--- src/hw/rtl/c8i_ram.sv ---
`timescale 1ns / 1ps
module c8i_ram #(
   parameter int WIDTH = 8,
   parameter int DEPTH = 256
) (
   input  logic                     clock,
   input  logic                     we,
   input  logic [$clog2(DEPTH)-1:0] waddr,
   input  logic [WIDTH-1:0]         wdata,
   input  logic [$clog2(DEPTH)-1:0] raddr,
   output logic [WIDTH-1:0]         rdata
);
   logic [WIDTH-1:0] mem [DEPTH];

   always_ff @(posedge clock) begin
      if (we) begin
         mem[waddr] <= wdata;
      end
      rdata <= mem[raddr];
   end
endmodule

--- config.mk ---
export PLATFORM = sky130hd
export DESIGN_NAME = c8i_ram
export DESIGN_NICKNAME = d
export VERILOG_FILES = /design/src/hw/rtl/c8i_ram.sv
export SDC_FILE = /design/constraint.sdc
export NUM_CORES = 2
export LEC_CHECK = 0
export BUFFER_PORTS_ARGS = -buffer_cell sky130_fd_sc_hd__buf_4
export CORE_MARGIN = 2
export CORE_UTILIZATION = 55
export CTS_CLUSTER_DIAMETER = 60
export DETAILED_ROUTE_END_ITERATION = 10
export PLACE_DENSITY = 0.71
export SYNTH_ARGS = -nofsm -noshare
export SYNTH_HDL_FRONTEND = slang
export SYNTH_SLANG_ARGS = --single-unit
--- constraint.sdc ---
create_clock -name clock -period 2.6 [get_ports clock]
set_input_delay 0.13 -clock clock [delete_from_list [all_inputs] [get_ports clock]]
set_output_delay 0.13 -clock clock [all_outputs]
set_load 0.02 [all_outputs]
Word level (Yosys, flattened, before mapping)
Memories as Yosys holds them, arrays and structs flattened. A register that Yosys moved wholly into a read port is not among the register bits.
Cells that the tools add are included.
W data, S select, Z words.
{"block": "totals", "register_bits": 0, "ram_bits": 2048, "out_inout_bits": 8, "word_cells": 3, "memories": 1}
{"memory": "mem", "words": 256, "word_bits": 8, "rd": 1, "rd_ports_with_merged_regs": 1, "wr": 1, "line_no": "13", "text": "logic [WIDTH-1:0] mem [DEPTH];"}
{"block": "classes", "n_mux": 2}
{"op": "$mux W1", "n": 2}

Logic depth before layout (Yosys ltp)
{"block": "logic_depth", "ltp_word": 2, "depth_mapped": 11, "mapped_depth_nobuf": 6}

Least setup slack after synthesis
No wires, ideal clock.
{"block": "synth_path", "path_kind": "input-to-reg", "start": "input raddr[0]", "end": "register rdata[2] (read register of mem)", "arrival_time_ps": 1937, "required_time_ps": 2469, "slack_ps": 532, "cell_stages": 9, "path_buffers": 4, "path_cell_list": "buf_6 -> buf_12 -> buf_8 -> buf_2 -> mux4_2 -> a22oi_1 -> a21oi_1 -> nor4_1 -> nor4_2"}
{"element": "from (decl)", "line_no": "10", "text": "input logic [$clog2(DEPTH)-1:0] raddr,"}
{"element": "to (decl)", "line_no": "11", "text": "output logic [WIDTH-1:0] rdata"}

==> results.sh <==
export IMPL_fin_skew_ns=0.0500
export IMPL_avgSynthCellArea_um2=21.3
export IMPL_drc=4
export IMPL_grt_use_total_pct=27.1
export IMPL_path_class="reg -> reg"
export IMPL_post_drt_wl_per_cell_um=30.6
export IMPL_gp_congestion=0.859
export IMPL_grt_pass1_vias=41378
export IMPL_status="complete, but fails checks"
export IMPL_drt_total_wl_um=197000
export IMPL_synth_xor_area_share_pct=0
export IMPL_drtIter0Drc=5937
export IMPL_ys_warn_count=0
export IMPL_htreeDepth=4
export IMPL_drt_first_pass_iters=8
export IMPL_postCtsSetupBuffers=0
export IMPL_clock_path_buffers=3
export IMPL_yosysTopAreaCell="edfxtp_1"
export IMPL_critPathMaxFanout=1
export IMPL_rr_startpoint="mem[83][5]"
export IMPL_failed_checks="DRC"
export IMPL_cts_inserted_buffers=198
export IMPL_drv_slew=0
export IMPL_synth_cell_types=55
export IMPL_required_ns=3.33
export IMPL_initial_core_util_pct=55.4
export IMPL_clock_sinks=2056
export IMPL_finalNetCount=4380
export IMPL_async_flop_share_pct=0
export IMPL_worstSetupEndpointType="flop"
export IMPL_fmax_ghz=0.391
export IMPL_core_area_um2=144000
export IMPL_dr_total_vias=41518
export IMPL_synthMuxAreaShare_pct=14.6
export IMPL_synthesis_area_um2=79600
export IMPL_port_buffers=33
export IMPL_synth_compound_area_share_pct=3.42
export IMPL_synthAdderAreaFrac_pct=0
export IMPL_die_area_um2=148000
export IMPL_worstSkewPairLatency_ns=0.84
export IMPL_drive_above_1_share_pct=30.9
export IMPL_synth_cells=3733
export IMPL_grt_max_degree=104
export IMPL_antenna_found_initial=9
export IMPL_slew_headroom_pct=41.7
export IMPL_syn_nets=3759
export IMPL_timing_hold_ws_ns=0.0913
export IMPL_cap_violations=0
export IMPL_ant_nets=0
export IMPL_cp_startpoint="mem[83][5]"
export IMPL_cts_tree="done"
export IMPL_max_slew_worst_pin_slew_ns=0.866
export IMPL_clkTransAtPathRegs_ns=0.07
export IMPL_synth_top_family_by_area="multiplexers"
export IMPL_start_kind="flop"
export IMPL_die_h_um=384
export IMPL_synthTopCellsByArea="edfxtp_1 (77%), mux4_2 (13%), mux2i_1 (1.7%)"
export IMPL_synthFlopType="edfxtp_1"
export IMPL_rows=139
export IMPL_min_delay_start="waddr[0]"
export IMPL_setup_viol=0
export IMPL_area_growth_syn_to_layout_pct=16.8
export IMPL_cellPowerDensity_nw_per_um2=742
export IMPL_cp_arrival_ns=3.28
export IMPL_max_vdd_ir_drop_v=0.000666
export IMPL_synth_seq_cells=2056
export IMPL_worstHoldPathType="in -> reg"
export IMPL_synth_top_area_share_pct=77.3
export IMPL_synth_simple_area_share_pct=2.63
export IMPL_ios=34
export IMPL_grt_pass1_wl_um=287000
export IMPL_root_buffer="clkbuf_16"
export IMPL_dpl_hpwl_um=126000
export IMPL_design_area_um2=92900
export IMPL_rsz0062_at_grt="false"
export IMPL_min_period_over_period_pct=98.3
export IMPL_period_minus_slack_ns=2.56
export IMPL_vias_per_cell=6.46
export IMPL_fp_dieW_um=384
export IMPL_synth_edf_count=2048
export IMPL_post_dp_cell_area_um2=86200
export IMPL_p_leak_nw=30.0
export IMPL_gr_total_overflow=0
export IMPL_hold_viol_final=0
export IMPL_ys_seq_area_share_pct=77.5
## per-layer routing
metal  vias up  track usage, %  wire length [um]
li1      16957               -                 -
met1     21678            39.3             75300
met2      2543            42.2             94300
met3       332            5.64             21400
met4         8            8.17              5790
met5         -               0                52
## cell usage in the layout, fill, tap and decap left out, types with 37 or more instances in the layout
cell / netlist / layout
a21oi_1: 96 / 96
a22oi_1: 133 / 133
buf_12: 8 / 63
buf_4: 27 / 564
clkbuf_16: 0 / 199
clkinv_1: 1 / 50
clkinv_2: 0 / 37
edfxtp_1: 2048 / 2048
mux2i_1: 134 / 134
mux4_2: 454 / 454
nor2_1: 282 / 279
o221ai_1: 46 / 46
## sequential cells by signal, summed over array words and instances, names as in the netlist
signal	count
rdata	8
mem	2048
## timing repair
action	4_1_cts	5_1_grt
setup endpoints to repair	3	1
resized for setup	4	1
endpoints found under the hold margin	667	0
hold buffers	17	0
## kinds of logic after synthesis
family	after synthesis
AND/OR/NAND/NOR	466
AO/OA/AOI/OAI	385
flip-flops	2056
multiplexers	591
buffers and inverters	235
## final cells by class
type / instances / area (um^2)
sequential: 2056 / 61700
fill: 9228 / 50700
multi-input combinational: 1442 / 16500
timing repair buffer: 654 / 5810
clock buffer: 235 / 5110
tap: 1903 / 2380
clock inverter: 133 / 1420
inverter: 2 / 7.51
antenna: 3 / 7.51
## synthesized netlist by cell type (all sizes together), types with 2 or more instances
| cell | number |
|---|---|
| and3b | 2 |
| nor2 | 282 |
| nand4 | 10 |
| nand3 | 34 |
| a211oi | 16 |
| o22ai | 28 |
| mux2i | 134 |
| a221oi | 14 |
| dfxtp | 8 |
| o221ai | 47 |
| a311oi | 2 |
| nor3 | 22 |
| a21oi | 96 |
| clkbuf | 111 |
| or2 | 4 |
| a22oi | 133 |
| nand2 | 33 |
| mux4 | 456 |
| a2111oi | 5 |
| nor4 | 27 |
| o211ai | 10 |
| a31oi | 2 |
| nand3b | 2 |
| a22o | 8 |
| buf | 122 |
| o32ai | 5 |
| o21ai | 12 |
| o22a | 5 |
| and2 | 6 |
| edfxtp | 2048 |
| nand2b | 8 |
| nor2b | 31 |
## worst paths after layout
check / endpoint / slack (ns) / cells past startpoint
hold / removal: mem[163][5] / 0.09 / 4
setup reg to reg: rdata[5] / 0.04 / 8
setup / recovery: rdata[5] / 0.04 / 8
hold reg to reg: rdata[3] / 1.13 / 7
## stage by stage
step           utilization (%)  cells  setup WS [ns]  setup TNS, ns  power, mW
6_report                  64.7   6428         0.0436              0       69.0
5_1_grt                   64.7   6425         0.0337              0       70.8
3_5_place_dp              60.0   6040         -0.589          -3.42       41.0
4_1_cts                   64.7   6425         0.0242              0       69.3
3_3_place_gp              60.0   6040         -0.613          -3.50       40.9
2_1_floorplan                -   3733          0.532              0       39.1
## power breakdown
group	internal (mW)	switching [mW]
logic	1.48	2.25
clock network	16.3	12.4
registers	36.5	0.0736
total	54.3	14.7
## critical path, cell delays in order, from the launching register on
cell and delay (ns):
edfxtp_1 0.36, mux4_2 0.49, a22o_1 0.28, a221oi_1 0.23, buf_4 0.21, o32ai_1 0.10
nor3_1 0.49, buf_4 0.23, nor4_1 0.05
Note: power is estimated with default switching activity, not from simulation.
