**src/hw/rtl/c8i_pkg.sv**
```systemverilog
`timescale 1ns / 1ps
package c8i_pkg;

   localparam int STACK_DEPTH_DEF = 12;
   localparam int MEM_BYTES       = 4096;
   localparam int MEM_AW          = 12;
   localparam int DISP_BYTES      = 256;
   localparam int DISP_AW         = 8;
   localparam logic [11:0] FONT_BASE = 12'h124;
   localparam logic [11:0] FONT_END  = 12'h174;
   localparam logic [7:0]  BOOT_BYTE = 8'h12;

   typedef enum logic [2:0] {
      REQ_LOAD  = 3'd0,
      REQ_EXEC  = 3'd1,
      REQ_KEY   = 3'd2,
      REQ_TICK  = 3'd3,
      REQ_READ  = 3'd4
   } req_code_type;

   typedef enum logic [4:0] {
      ST_CLEAR, ST_IDLE, ST_DISP_RD, ST_FETCH_HI, ST_FETCH_LO, ST_READ_X, ST_READ_Y,
      ST_EXEC, ST_DRAW_CHK, ST_DRAW_MEM, ST_DRAW_RD1, ST_DRAW_WR1, ST_DRAW_RD2,
      ST_DRAW_WR2, ST_DRAW_FLAG, ST_BCD_1, ST_BCD_2, ST_STORE, ST_LOAD_RD,
      ST_LOAD_WR, ST_RESP
   } state_type;

   typedef enum logic [3:0] {
      ALU_MOV, ALU_OR, ALU_AND, ALU_XOR, ALU_ADD, ALU_SUB, ALU_SUBN, ALU_SHR, ALU_SHL
   } alu_op_type;

   localparam logic [3:0] OP_SYS  = 4'h0;
   localparam logic [3:0] OP_JP   = 4'h1;
   localparam logic [3:0] OP_CALL = 4'h2;
   localparam logic [3:0] OP_SE   = 4'h3;
   localparam logic [3:0] OP_SNE  = 4'h4;
   localparam logic [3:0] OP_SER  = 4'h5;
   localparam logic [3:0] OP_LDK  = 4'h6;
   localparam logic [3:0] OP_ADDK = 4'h7;
   localparam logic [3:0] OP_ALU  = 4'h8;
   localparam logic [3:0] OP_SNER = 4'h9;
   localparam logic [3:0] OP_LDI  = 4'hA;
   localparam logic [3:0] OP_JPV0 = 4'hB;
   localparam logic [3:0] OP_RND  = 4'hC;
   localparam logic [3:0] OP_DRW  = 4'hD;
   localparam logic [3:0] OP_KEY  = 4'hE;
   localparam logic [3:0] OP_MISC = 4'hF;

   localparam logic [11:0] SYS_CLS = 12'h0E0;
   localparam logic [11:0] SYS_RET = 12'h0EE;
   localparam logic [7:0]  KEY_SKP  = 8'h9E;
   localparam logic [7:0]  KEY_SKNP = 8'hA1;
   localparam logic [7:0]  F_GETDT = 8'h07;
   localparam logic [7:0]  F_WAIT  = 8'h0A;
   localparam logic [7:0]  F_SETDT = 8'h15;
   localparam logic [7:0]  F_SETST = 8'h18;
   localparam logic [7:0]  F_ADDI  = 8'h1E;
   localparam logic [7:0]  F_FONT  = 8'h29;
   localparam logic [7:0]  F_BCD   = 8'h33;
   localparam logic [7:0]  F_STORE = 8'h55;
   localparam logic [7:0]  F_LOAD  = 8'h65;

   function automatic logic [19:0] glyph(input logic [3:0] g);
      logic [19:0] v;
      unique case (g)
         4'h0: v = 20'hF999F;  4'h1: v = 20'h26227;
         4'h2: v = 20'hF1F8F;  4'h3: v = 20'hF1F1F;
         4'h4: v = 20'h99F11;  4'h5: v = 20'hF8F1F;
         4'h6: v = 20'hF8F9F;  4'h7: v = 20'hF1244;
         4'h8: v = 20'hF9F9F;  4'h9: v = 20'hF9F1F;
         4'hA: v = 20'hF9F99;  4'hB: v = 20'hE9E9E;
         4'hC: v = 20'hF888F;  4'hD: v = 20'hE999E;
         4'hE: v = 20'hF8F8F;  default: v = 20'hF8F88;
      endcase
      return v;
   endfunction

   // Row r of glyph g, pixels in the high nibble.
   function automatic logic [7:0] font_row(input logic [3:0] g, input logic [2:0] r);
      logic [19:0] v;
      logic [3:0]  nib;
      v = glyph(g);
      unique case (r)
         3'd0: nib = v[19:16];
         3'd1: nib = v[15:12];
         3'd2: nib = v[11:8];
         3'd3: nib = v[7:4];
         default: nib = v[3:0];
      endcase
      return {nib, 4'h0};
   endfunction

   function automatic logic [7:0] bcd_rem(input logic [7:0] v);
      logic [7:0] r;
      if (v >= 8'd200) r = v - 8'd200;
      else if (v >= 8'd100) r = v - 8'd100;
      else r = v;
      return r;
   endfunction

   function automatic logic [7:0] bcd_hundreds(input logic [7:0] v);
      logic [7:0] h;
      if (v >= 8'd200) h = 8'd2;
      else if (v >= 8'd100) h = 8'd1;
      else h = 8'd0;
      return h;
   endfunction

   // Remainder is below 100, where multiplying by 103 and dropping ten bits is exact.
   function automatic logic [7:0] bcd_tens(input logic [7:0] v);
      logic [14:0] p;
      p = 15'(bcd_rem(v)) * 15'd103;
      return 8'(p[14:10]);
   endfunction

   function automatic logic [7:0] bcd_ones(input logic [7:0] v);
      logic [7:0] t;
      t = bcd_tens(v);
      return bcd_rem(v) - 8'((t << 3) + (t << 1));
   endfunction

endpackage

```
**src/hw/rtl/c8i_alu.sv**
```systemverilog
`timescale 1ns / 1ps
module c8i_alu (
   input  c8i_pkg::alu_op_type op,
   input  logic [7:0]          a,
   input  logic [7:0]          b,
   output logic [7:0]          res,
   output logic                flag
);
   logic [8:0] sum;

   assign sum = {1'b0, a} + {1'b0, b};

   always_comb begin
      unique case (op)
         c8i_pkg::ALU_MOV:  begin res = b;              flag = 1'b0;    end
         c8i_pkg::ALU_OR:   begin res = a | b;          flag = 1'b0;    end
         c8i_pkg::ALU_AND:  begin res = a & b;          flag = 1'b0;    end
         c8i_pkg::ALU_XOR:  begin res = a ^ b;          flag = 1'b0;    end
         c8i_pkg::ALU_ADD:  begin res = sum[7:0];       flag = sum[8];  end
         c8i_pkg::ALU_SUB:  begin res = a - b;          flag = a >= b;  end
         c8i_pkg::ALU_SUBN: begin res = b - a;          flag = b >= a;  end
         c8i_pkg::ALU_SHR:  begin res = {1'b0, b[7:1]}; flag = b[0];    end
         default:           begin res = {b[6:0], 1'b0}; flag = b[7];    end
      endcase
   end
endmodule
```
**config.mk**
```make
export PLATFORM = sky130hd
export DESIGN_NAME = c8i_alu
export DESIGN_NICKNAME = d
export VERILOG_FILES = /design/src/hw/rtl/c8i_pkg.sv /design/src/hw/rtl/c8i_alu.sv
export SDC_FILE = /design/constraint.sdc
export NUM_CORES = 1
export LEC_CHECK = 0
export ABC_AREA = 1
export BUFFER_PORTS_ARGS = -buffer_cell sky130_fd_sc_hd__buf_2
export CORE_ASPECT_RATIO = 0.75
export CORE_MARGIN = 4
export CORE_UTILIZATION = 45
export DETAILED_ROUTE_END_ITERATION = 10
export PLACE_DENSITY = 0.71
export SYNTH_ARGS = -nofsm -noshare
export SYNTH_HDL_FRONTEND = slang
export SYNTH_SLANG_ARGS = --single-unit
```
**constraint.sdc**
```tcl
create_clock -name vclk -period 3.43
set_input_delay 0.5145 -clock vclk [all_inputs]
set_output_delay 0.5145 -clock vclk [all_outputs]
set_load 0.005 [all_outputs]
```
# ---- Word-level counts from Yosys, hierarchy flattened
# Index checks and enable logic that the tools add are counted.
dict set report op_classes {
  order_cmp 2
  muxes 2
  eq_ne 7
  n_addsub 3
  n_bitwise 3
  n_reduce_logical 2
}
# operator n
set ops {}
lappend ops {{case mux 8 bit (8 select lines)} 1}
lappend ops {{== test 4 x 3 -> 1 bit, second input constant} 4}
lappend ops {{>= comparator 8 bit} 2}
lappend ops {{subtractor 8 bit} 2}
lappend ops {{adder 8 x 8 -> 9 bit} 1}
lappend ops {{bitwise AND 8 bit} 1}
lappend ops {{== test 4 x 2 -> 1 bit, second input constant} 2}
lappend ops {{OR 8 bit} 1}
lappend ops {{bitwise XOR 8 bit} 1}
lappend ops {{case mux 1 bit (5 select lines)} 1}
lappend ops {{== test 4 x 1 -> 1 bit, second input constant} 1}
lappend ops {{logical NOT 4 bit} 1}
lappend ops {{OR reduction 4 bit} 1}
dict set report word_totals {
  input_bits 20
  output_inout_bits 9
  regBits 0
  wordCells 19
}

# ---- Depth between registers and ports, before layout
# Gate-level depths: netlist (run 1).
dict set report logic_depth {
  depth_word 3
  depth_mapped 15
  ltp_nobuf 15
}

# ---- Worst setup path before layout (run 1)
# Ideal clock, no wire load.
dict set report synth_timing {
  path_kind {in2out}
  start {input port b[0]}
  end {output port res[6]}
  path_buffers 0
  stages 14
  required_ns 2.915
  setup_slack_ns 1.106
  arrival_ns 1.809
  cell_sequence {inv_1 -> ha_1 -> inv_1 -> fa_1 -> nand2_2 -> nand2_1 -> nand2_2 -> inv_2 -> nand2_1 -> nand3_1 -> nand3_1 -> nand2_1 -> nor2_1 -> nand2_1}
}
dict set report synth_between {
  elab_chain_cells 2
  word_cells_on_any_way 4
  cone_classes {add/sub: 3; mux: 1}
}
# element line_no
set synth_lines {}
lappend synth_lines {{start, declared} c8i_alu.sv:5} ;# input logic [7:0] b,
lappend synth_lines {{subtractor 8 bit, or another cell as far along} c8i_alu.sv:21} ;# c8i_pkg::ALU_SUBN: begin res = b - a; flag = b >= a; end
lappend synth_lines {{case mux 8 bit (8 select lines) *} c8i_alu.sv:14} ;# unique case (op)
lappend synth_lines {{end, declared} c8i_alu.sv:6} ;# output logic [7:0] res,
# Mark *: on every way between the ends. The rest lies on a longest branch, timed or not.

# ---- Worst setup path after layout (run 1)
dict set report layout_timing {
  start {input port b[4]}
  end {output port res[7]}
}
# Same word-level chain as after synthesis.

==> results of run 1 <==
## layer usage
layer	vias to the layer above	global-route usage [%]
met5	-	0
met4	0	0
met3	0	3.458
met2	77	29.10
met1	884	34.56
li1	1055	-
## synthesized netlist by cell type (2+ instances only)
master    count  area, µm²
nand2_1      85      319.1
inv_1        38      142.6
ha_1         35      437.9
nand3_1      35      175.2
nor2_1       24      90.09
a21oi_1      18      90.09
inv_2        12      45.04
o22ai_1       9      56.30
nand2_2       8      50.05
o21ai_0       8      40.04
o21ai_1       5      25.02
buf_6         4      45.04
fa_1          3      60.06
nand3b_1      3      22.52
o21a_1        3      22.52
a21oi_2       2      17.52
buf_4         2      15.01
inv_4         2      12.51
nor2_2        2      12.51
nor2_4        2      22.52
nor3_1        2      10.01
o211ai_1      2      15.01
or2_1         2      12.51
## path summary, 6_finish.rpt
kind                      to  start  slack [ns]  cells past startpoint
worst max-delay path  res[7]   b[4]        0.66                     13
worst min-delay path  res[4]   b[3]        1.36                      4
## power by group
group | switching, mW | internal, mW
clock | 0 | 0
sequential | 0 | 0
combinational | 0.171 | 0.0929
total | 0.171 | 0.0929
## critical path: stages
cell and delay (ns):
buf_2 0.12, inv_1 0.09, ha_1 0.55, inv_1 0.16, nand2_1 0.09, nand2_1 0.07, a21oi_1 0.17, nand3_1 0.09
nand3_1 0.08, nand2_1 0.05, nor2_1 0.10, nand2_1 0.05, buf_2 0.12
## kinds of logic after synthesis
| logic type | count (synthesis) | synth area share [%] |
|---|---|---|
| simple gates | 166 | 41.03 |
| buf+inv | 58 | 14.46 |
| compound gates | 51 | 16.83 |
| fa+ha+maj | 38 | 27.68 |
## area by class of cell
| cell class | count | area [µm²] |
|---|---|---|
| multi-input combinational | 255 | 1539 |
| timing repair buffer | 29 | 145.1 |
| inverter | 52 | 200.2 |
| tap | 52 | 65.06 |
| fill | 434 | 1807 |
## per-stage QoR
| step | instances | hold slack (ns) | utilization, % | cell area, µm² | setup slack (ns) |
|---|---|---|---|---|---|
| 2_1_floorplan | 313 | 1.118 | - | 1799 | 1.106 |
| 3_3_place_gp | 388 | 1.352 | 51.90 | 1949 | 0.6340 |
| 3_5_place_dp | 388 | 1.357 | 51.90 | 1949 | 0.6651 |
| 4_1_cts | 388 | 1.358 | 51.90 | 1949 | 0.6634 |
| 5_1_grt | 388 | 1.385 | 51.90 | 1949 | 0.3784 |
| 6_report | 388 | 1.355 | 51.90 | 1949 | 0.6576 |
==> impl_metrics.env, run 1 <==
export IMPL_status="complete, no violations"
export IMPL_ir_drop_uv=57.72
export IMPL_grt_pass1_wl_um=8652
export IMPL_firstDrtPassIters=4
export IMPL_max_freq_mhz=360.7
export IMPL_syn_area_mm2=0.001799
export IMPL_critPathMaxFanout=12
export IMPL_relSlewSlack_pct=72.78
export IMPL_fin_nets=396
export IMPL_setup_violations=0
export IMPL_first_iter_violations=256
export IMPL_grt_max_degree=13
export IMPL_crit_type="in -> out"
export IMPL_syn_avg_cell_area_um2=5.748
export IMPL_fp_row_count=19
export IMPL_top_layer="met3"
export IMPL_hpwl_um=4513
export IMPL_mostFrequentLayoutCells="nand2_1, inv_1, nand3_1, ha_1, buf_2"
export IMPL_design_die_area_mm2=0.005085
export IMPL_tightest_slew_ns=0.4083
export IMPL_drt_met1_wl_um=2671
export IMPL_antenna_found_initial=0
export IMPL_die_w_um=81.02
export IMPL_p_leak_nw=1.122
export IMPL_synth_nets=371
export IMPL_rsz0062_at_grt="no"
export IMPL_setup_tns_final_ns=0
export IMPL_routed_wl_um=5329
export IMPL_n_antenna_cell=0
export IMPL_syn_inst=313
export IMPL_wl_met3_um=552
export IMPL_yosys_warnings=0
export IMPL_ys_types=30
export IMPL_dieHeight_um=62.76
export IMPL_cp_arrival_ns=2.26
export IMPL_drcViolationCount=0
export IMPL_power_density_mw_per_mm2=135.3
export IMPL_via_count=2016
export IMPL_drv_slew=0
export IMPL_seq_cells=0
export IMPL_grt_pass1_vias=1800
export IMPL_cts_setup_buffers=0
export IMPL_detail_route_antenna_nets=0
export IMPL_layout_commonest_cell="nand2_1"
export IMPL_avgRoutedWirePerCell_um=13.73
export IMPL_critPathLaunchType="input port"
export IMPL_postCtsHoldBufs=0
export IMPL_routabilityCongestion=0.9838
export IMPL_drt_vias_per_instance=5.196
export IMPL_critPathRequiredTime_ns=2.92
export IMPL_end_kind="output port"
export IMPL_io_pins=29
export IMPL_core_area_mm2=0.003756
export IMPL_port_buffer_count=29
export IMPL_period_share_pct=80.83
export IMPL_hold_path_class="in -> out"
export IMPL_dr_wl_met2_um=2104
export IMPL_p_total_mw=0.2637
export IMPL_drv_cap=0
export IMPL_final_hold_viol_count=0
export IMPL_clockBufferCount=0
export IMPL_ys_seq_area_share_pct=0
export IMPL_area_growth_pct=8.345
export IMPL_seq_area_um2=0
export IMPL_postCtsResizedCells=0
export IMPL_period_needed_ns=2.772
export IMPL_grt_overflow_total=0
export IMPL_start_util_pct=47.90
export IMPL_grt_usage_pct=20.91
export IMPL_drive_above_1_share_pct=17.56
Note: power is estimated with default switching activity, not from simulation.
==> run 2, diff against run 1 <==
==> constraint.sdc (replaced) <==
create_clock -name vclk -period 2.7
set_input_delay 0.405 -clock vclk [all_inputs]
set_output_delay 0.405 -clock vclk [all_outputs]
set_load 0.005 [all_outputs]
==> run 2 against run 1 <==
Effect of this change:
- combinational power is 31% higher
- core utilization is 0.47 points higher
- critical path depth stayed put
- global-route usage is 0.26 points higher
- total power is 31% higher
- count of clock-buffer cells in the layout stayed put
- sequential share of layout area stayed put
- flip-flop and latch count stayed put
- via count is 4.5% higher
- routed wire length is 3.9% higher
- largest cell class unchanged
==> impl_metrics.env, run 2 (same netlist as run 1, synthesis figures left out) <==
export IMPL_period_share_pct=93.27
export IMPL_top_layer="met4"
export IMPL_grt_pass1_wl_um=8783
export IMPL_grt_usage_pct=21.17
export IMPL_dieHeight_um=62.76
export IMPL_hold_path_class="in -> out"
export IMPL_crit_start="b[4]"
export IMPL_drcViolationCount=0
export IMPL_final_instance_count_excl_fill=390
export IMPL_routed_wl_um=5538
export IMPL_port_buffer_count=29
export IMPL_first_iter_violations=305
export IMPL_final_hold_viol_count=0
export IMPL_detail_route_antenna_nets=0
export IMPL_design_die_area_mm2=0.005085
export IMPL_drt_vias_per_instance=5.400
export IMPL_start_util_pct=47.90
export IMPL_seq_area_um2=0
export IMPL_die_w_um=81.02
export IMPL_drt_met1_wl_um=2733
export IMPL_routabilityCongestion=1.024
export IMPL_n_antenna_cell=0
export IMPL_grt_max_degree=13
export IMPL_fp_row_count=19
export IMPL_grt_pass1_vias=1841
export IMPL_layout_commonest_cell="nand2_1"
export IMPL_antenna_found_initial=0
export IMPL_fin_nets=398
export IMPL_clockBufferCount=0
export IMPL_mostFrequentLayoutCells="nand2_1, inv_1, nand3_1, ha_1, buf_2"
export IMPL_ir_drop_uv=77.54
export IMPL_tightest_slew_ns=0.3981
export IMPL_power_density_mw_per_mm2=175.3
export IMPL_relSlewSlack_pct=73.46
export IMPL_place_inst=390
export IMPL_end_kind="output port"
export IMPL_postCtsHoldBufs=0
export IMPL_critPathRequiredTime_ns=2.30
export IMPL_max_freq_mhz=397.1
export IMPL_io_pins=29
export IMPL_hpwl_um=4558
export IMPL_core_area_mm2=0.003756
export IMPL_critPathMaxFanout=12
export IMPL_grt_overflow_total=0
export IMPL_crit_type="in -> out"
export IMPL_postCtsResizedCells=0
export IMPL_area_growth_pct=9.319
export IMPL_cp_arrival_ns=2.11
export IMPL_setup_tns_final_ns=0
export IMPL_seq_cells=0
export IMPL_rsz0062_at_grt="no"
export IMPL_hold_slack_ns=1.137
export IMPL_drv_slew=0
export IMPL_wl_met3_um=651
export IMPL_drive_above_1_share_pct=18.64
export IMPL_endpoint="res[7]"
export IMPL_drv_cap=0
export IMPL_avgRoutedWirePerCell_um=14.20
export IMPL_setup_violations=0
export IMPL_firstDrtPassIters=5
export IMPL_via_count=2106
export IMPL_status="complete, no violations"
export IMPL_period_needed_ns=2.518
export IMPL_dr_wl_met2_um=2104
export IMPL_critPathLaunchType="input port"
export IMPL_p_leak_nw=1.130
export IMPL_cts_setup_buffers=0
==> run 2: changes by cell type in the layout (fill, tap and decap cells not counted), sizes merged <==
cell / change
buf: +2
==> run 2: worst max-delay path, stage by stage <==
cell and delay, ns:
buf_2 0.12, inv_1 0.09, ha_1 0.54, inv_1 0.17
nand2_1 0.09, nand2_1 0.07, a21oi_1 0.16, nand3_1 0.09
nand3_1 0.08, nand2_1 0.05, nor2_1 0.09, nand2_1 0.05
buf_2 0.12
==> run 2: area by class of cell <==
cell class | instances | area, µm²
fill | 413 | 1789
tap | 52 | 65.06
inverter | 52 | 200.2
timing repair buffer | 31 | 160.2
multi-input combinational | 255 | 1541
==> run 2: power by group <==
part | total, mW | switching, mW | internal (mW)
registers | 0 | 0 | 0
logic | 0.345 | 0.222 | 0.122
clock network | 0 | 0 | 0
==> run 2: stage by stage <==
stage	util, %	setup WS (ns)	area (µm²)	power, mW
3_3_place_gp	52.30	0.1567	1964	0.3326
5_1_grt	52.37	0.002640	1967	0.3849
2_1_floorplan	-	0.5952	1799	0.2410
4_1_cts	52.30	0.1273	1964	0.3369
6_report	52.37	0.1818	1967	0.3447
3_5_place_dp	52.30	0.1276	1964	0.3349
==> run 2: worst min-delay path by stage <==
| stage | from | end | slack, ns | cells past startpoint |
|---|---|---|---|---|
| 2_1_floorplan | b[6] | res[7] | 0.90 | 2 |
| 3_3_place_gp | b[3] | res[4] | 1.13 | 4 |
| 3_5_place_dp | b[6] | res[7] | 1.14 | 4 |
| 4_1_cts | b[6] | res[7] | 1.14 | 4 |
| 5_1_grt | b[2] | res[3] | 1.18 | 4 |
| 6_report | b[6] | res[7] | 1.14 | 4 |
==> run 2: metal layers <==
layer  track usage (%)  vias up
li1                  -     1057
met5                 0        -
met1             33.76      924
met4             1.477        0
met3             4.899        8
met2             29.20      117
==> run 3, diff against run 2 <==
--- a/config.mk
+++ b/config.mk
@@ -9,9 +9,9 @@
 export BUFFER_PORTS_ARGS = -buffer_cell sky130_fd_sc_hd__buf_2
 export CORE_ASPECT_RATIO = 0.75
 export CORE_MARGIN = 4
-export CORE_UTILIZATION = 45
+export CORE_UTILIZATION = 40
 export DETAILED_ROUTE_END_ITERATION = 10
-export PLACE_DENSITY = 0.71
+export PLACE_DENSITY = 0.65
 export SYNTH_ARGS = -nofsm -noshare
 export SYNTH_HDL_FRONTEND = slang
 export SYNTH_SLANG_ARGS = --single-unit
==> run 3 against run 2 <==
Effect of this change:
- design area hardly changed
- core utilization fell by 5.6 points
- die area rose by 11%
==> impl_metrics.env, run 3 (same netlist as run 1, synthesis figures left out) <==
export IMPL_p_int_mw=0.1215
export IMPL_max_stage_delay_ns=0.40
export IMPL_layout_commonest_cell="nand2_1"
export IMPL_seqPwrFrac_pct=0
export IMPL_setup_violations=0
export IMPL_crit_family="simple AND/OR/NAND/NOR gates"
export IMPL_period_share_pct=92.18
export IMPL_design_die_area_mm2=0.005646
export IMPL_status="complete, no violations"
export IMPL_final_instance_count_excl_fill=392
export IMPL_sw_frac_of_total_pct=64.20
export IMPL_critPathLaunchType="input port"
export IMPL_period_needed_ns=2.489
export IMPL_p_clk_share_pct=0
export IMPL_multi_input_area_mm2=0.001544
export IMPL_relSlewSlack_pct=77.03
export IMPL_grt_pass1_vias=1738
export IMPL_detail_route_antenna_nets=0
export IMPL_power_density_mw_per_mm2=172.7
export IMPL_p_leak_nw=1.123
export IMPL_crit_type="in -> out"
export IMPL_postCtsHoldBufs=0
export IMPL_first_iter_violations=227
export IMPL_cpMaxStageDelayCell="fa_1"
export IMPL_fp_row_count=20
export IMPL_dieHeight_um=66.08
export IMPL_critPathRequiredTime_ns=2.30
export IMPL_hold_path_class="in -> out"
export IMPL_start_util_pct=42.80
export IMPL_routabilityCongestion=0.9883
export IMPL_port_buffer_count=29
export IMPL_drv_cap=0
export IMPL_path_buf_inv=2
export IMPL_hold_slack_ns=1.139
export IMPL_drive_above_1_share_pct=18.69
export IMPL_drcViolationCount=0
export IMPL_fin_nets=397
export IMPL_place_inst=392
export IMPL_seq_area_um2=0
export IMPL_core_area_mm2=0.004204
export IMPL_max_freq_mhz=401.8
export IMPL_cp_arrival_ns=2.08
export IMPL_mostFrequentLayoutCells="nand2_1, inv_1, nand3_1"
export IMPL_final_hold_viol_count=0
export IMPL_critPathMaxFanout=4
export IMPL_setup_tns_final_ns=0
export IMPL_antenna_found_initial=0
export IMPL_firstDrtPassIters=5
export IMPL_clockBufferCount=0
export IMPL_drv_slew=0
export IMPL_area_growth_pct=9.249
export IMPL_crit_top_cell="nand3_1"
export IMPL_routed_wl_um=5279
export IMPL_end_kind="output port"
export IMPL_seq_cells=0
export IMPL_n_antenna_cell=0
export IMPL_fillers=464
export IMPL_avgRoutedWirePerCell_um=13.47
export IMPL_ir_drop_uv=65.88
export IMPL_via_count=2029
export IMPL_io_pins=29
export IMPL_switchingPower_mw=0.2179
export IMPL_crit_chain="buf_2 > ha_1 > fa_1 > nand2_1 > nand3_1 > nand3b_1 > nand3_1 > nand3_1 > nand3_1 > nor2_1 > nand2_1 > buf_2"
export IMPL_fin_util_pct=46.76
export IMPL_tightest_slew_ns=0.3438
export IMPL_drt_vias_per_instance=5.176
export IMPL_grt_max_degree=13
export IMPL_rsz0062_at_grt="no"
export IMPL_grt_usage_pct=18.34
export IMPL_p_total_mw=0.3394
export IMPL_grt_overflow_total=0
export IMPL_grt_pass1_wl_um=8424
export IMPL_die_w_um=85.45
export IMPL_combPwrFrac_pct=100.0
export IMPL_hpwl_um=4437
[run 3: cell count changes in the layout (fill, tap and decap cells not counted)]
cell,previous run,this run
fa_1,2,3
ha_1,35,33
ha_2,0,2
fa_2,1,0
buf_4,2,1
[run 3: final cells by class]
class / instances / share of cell area (%)
tap: 55 / 3.501
inverter: 52 / 10.18
timing repair buffer: 30 / 7.766
multi-input combinational: 255 / 78.55
[run 3: metal layers]
| layer | vias to the layer above | wire length (µm) | track usage (%) |
|---|---|---|---|
| li1 | 1053 | - | - |
| met5 | - | 0 | 0 |
| met4 | 0 | 18 | 0.9881 |
| met2 | 106 | 1909 | 25.48 |
| met3 | 2 | 602 | 2.615 |
| met1 | 868 | 2749 | 29.98 |
[run 3: final timing paths]
path | slack (ns) | startpoint | to | cells after the start
worst min-delay path | 1.14 | b[4] | res[5] | 4
worst max-delay path | 0.21 | a[0] | res[6] | 12
[run 3: power groups by stage]
| stage | clock (mW) | combinational, mW | sequential, mW |
|---|---|---|---|
| global route | 0 | 0.382 | 0 |
| finish | 0 | 0.339 | 0 |
| detailed placement | 0 | 0.331 | 0 |
| CTS | 0 | 0.333 | 0 |
| floorplan | 0 | 0.241 | 0 |
| global placement | 0 | 0.332 | 0 |
[run 3: repair_timing]
item,in CTS,in global routing
gates resized for setup,0,3
setup endpoints to repair,0,2
setup buffers,0,0
[run 3: through the flow]
| step | instance area (µm²) | setup WS, ns |
|---|---|---|
| after floorplan | 1799 | 0.5952 |
| after detailed placement | 1961 | 0.1666 |
| after CTS | 1961 | 0.1649 |
| final | 1966 | 0.2111 |
| after global placement | 1961 | 0.1499 |
| after global routing | 1966 | 0.01544 |
[run 3: worst min-delay path: cells and delay by family]
kind	cells	cell delay, ns
buf+inv	2	0.22
simple gates	2	0.11
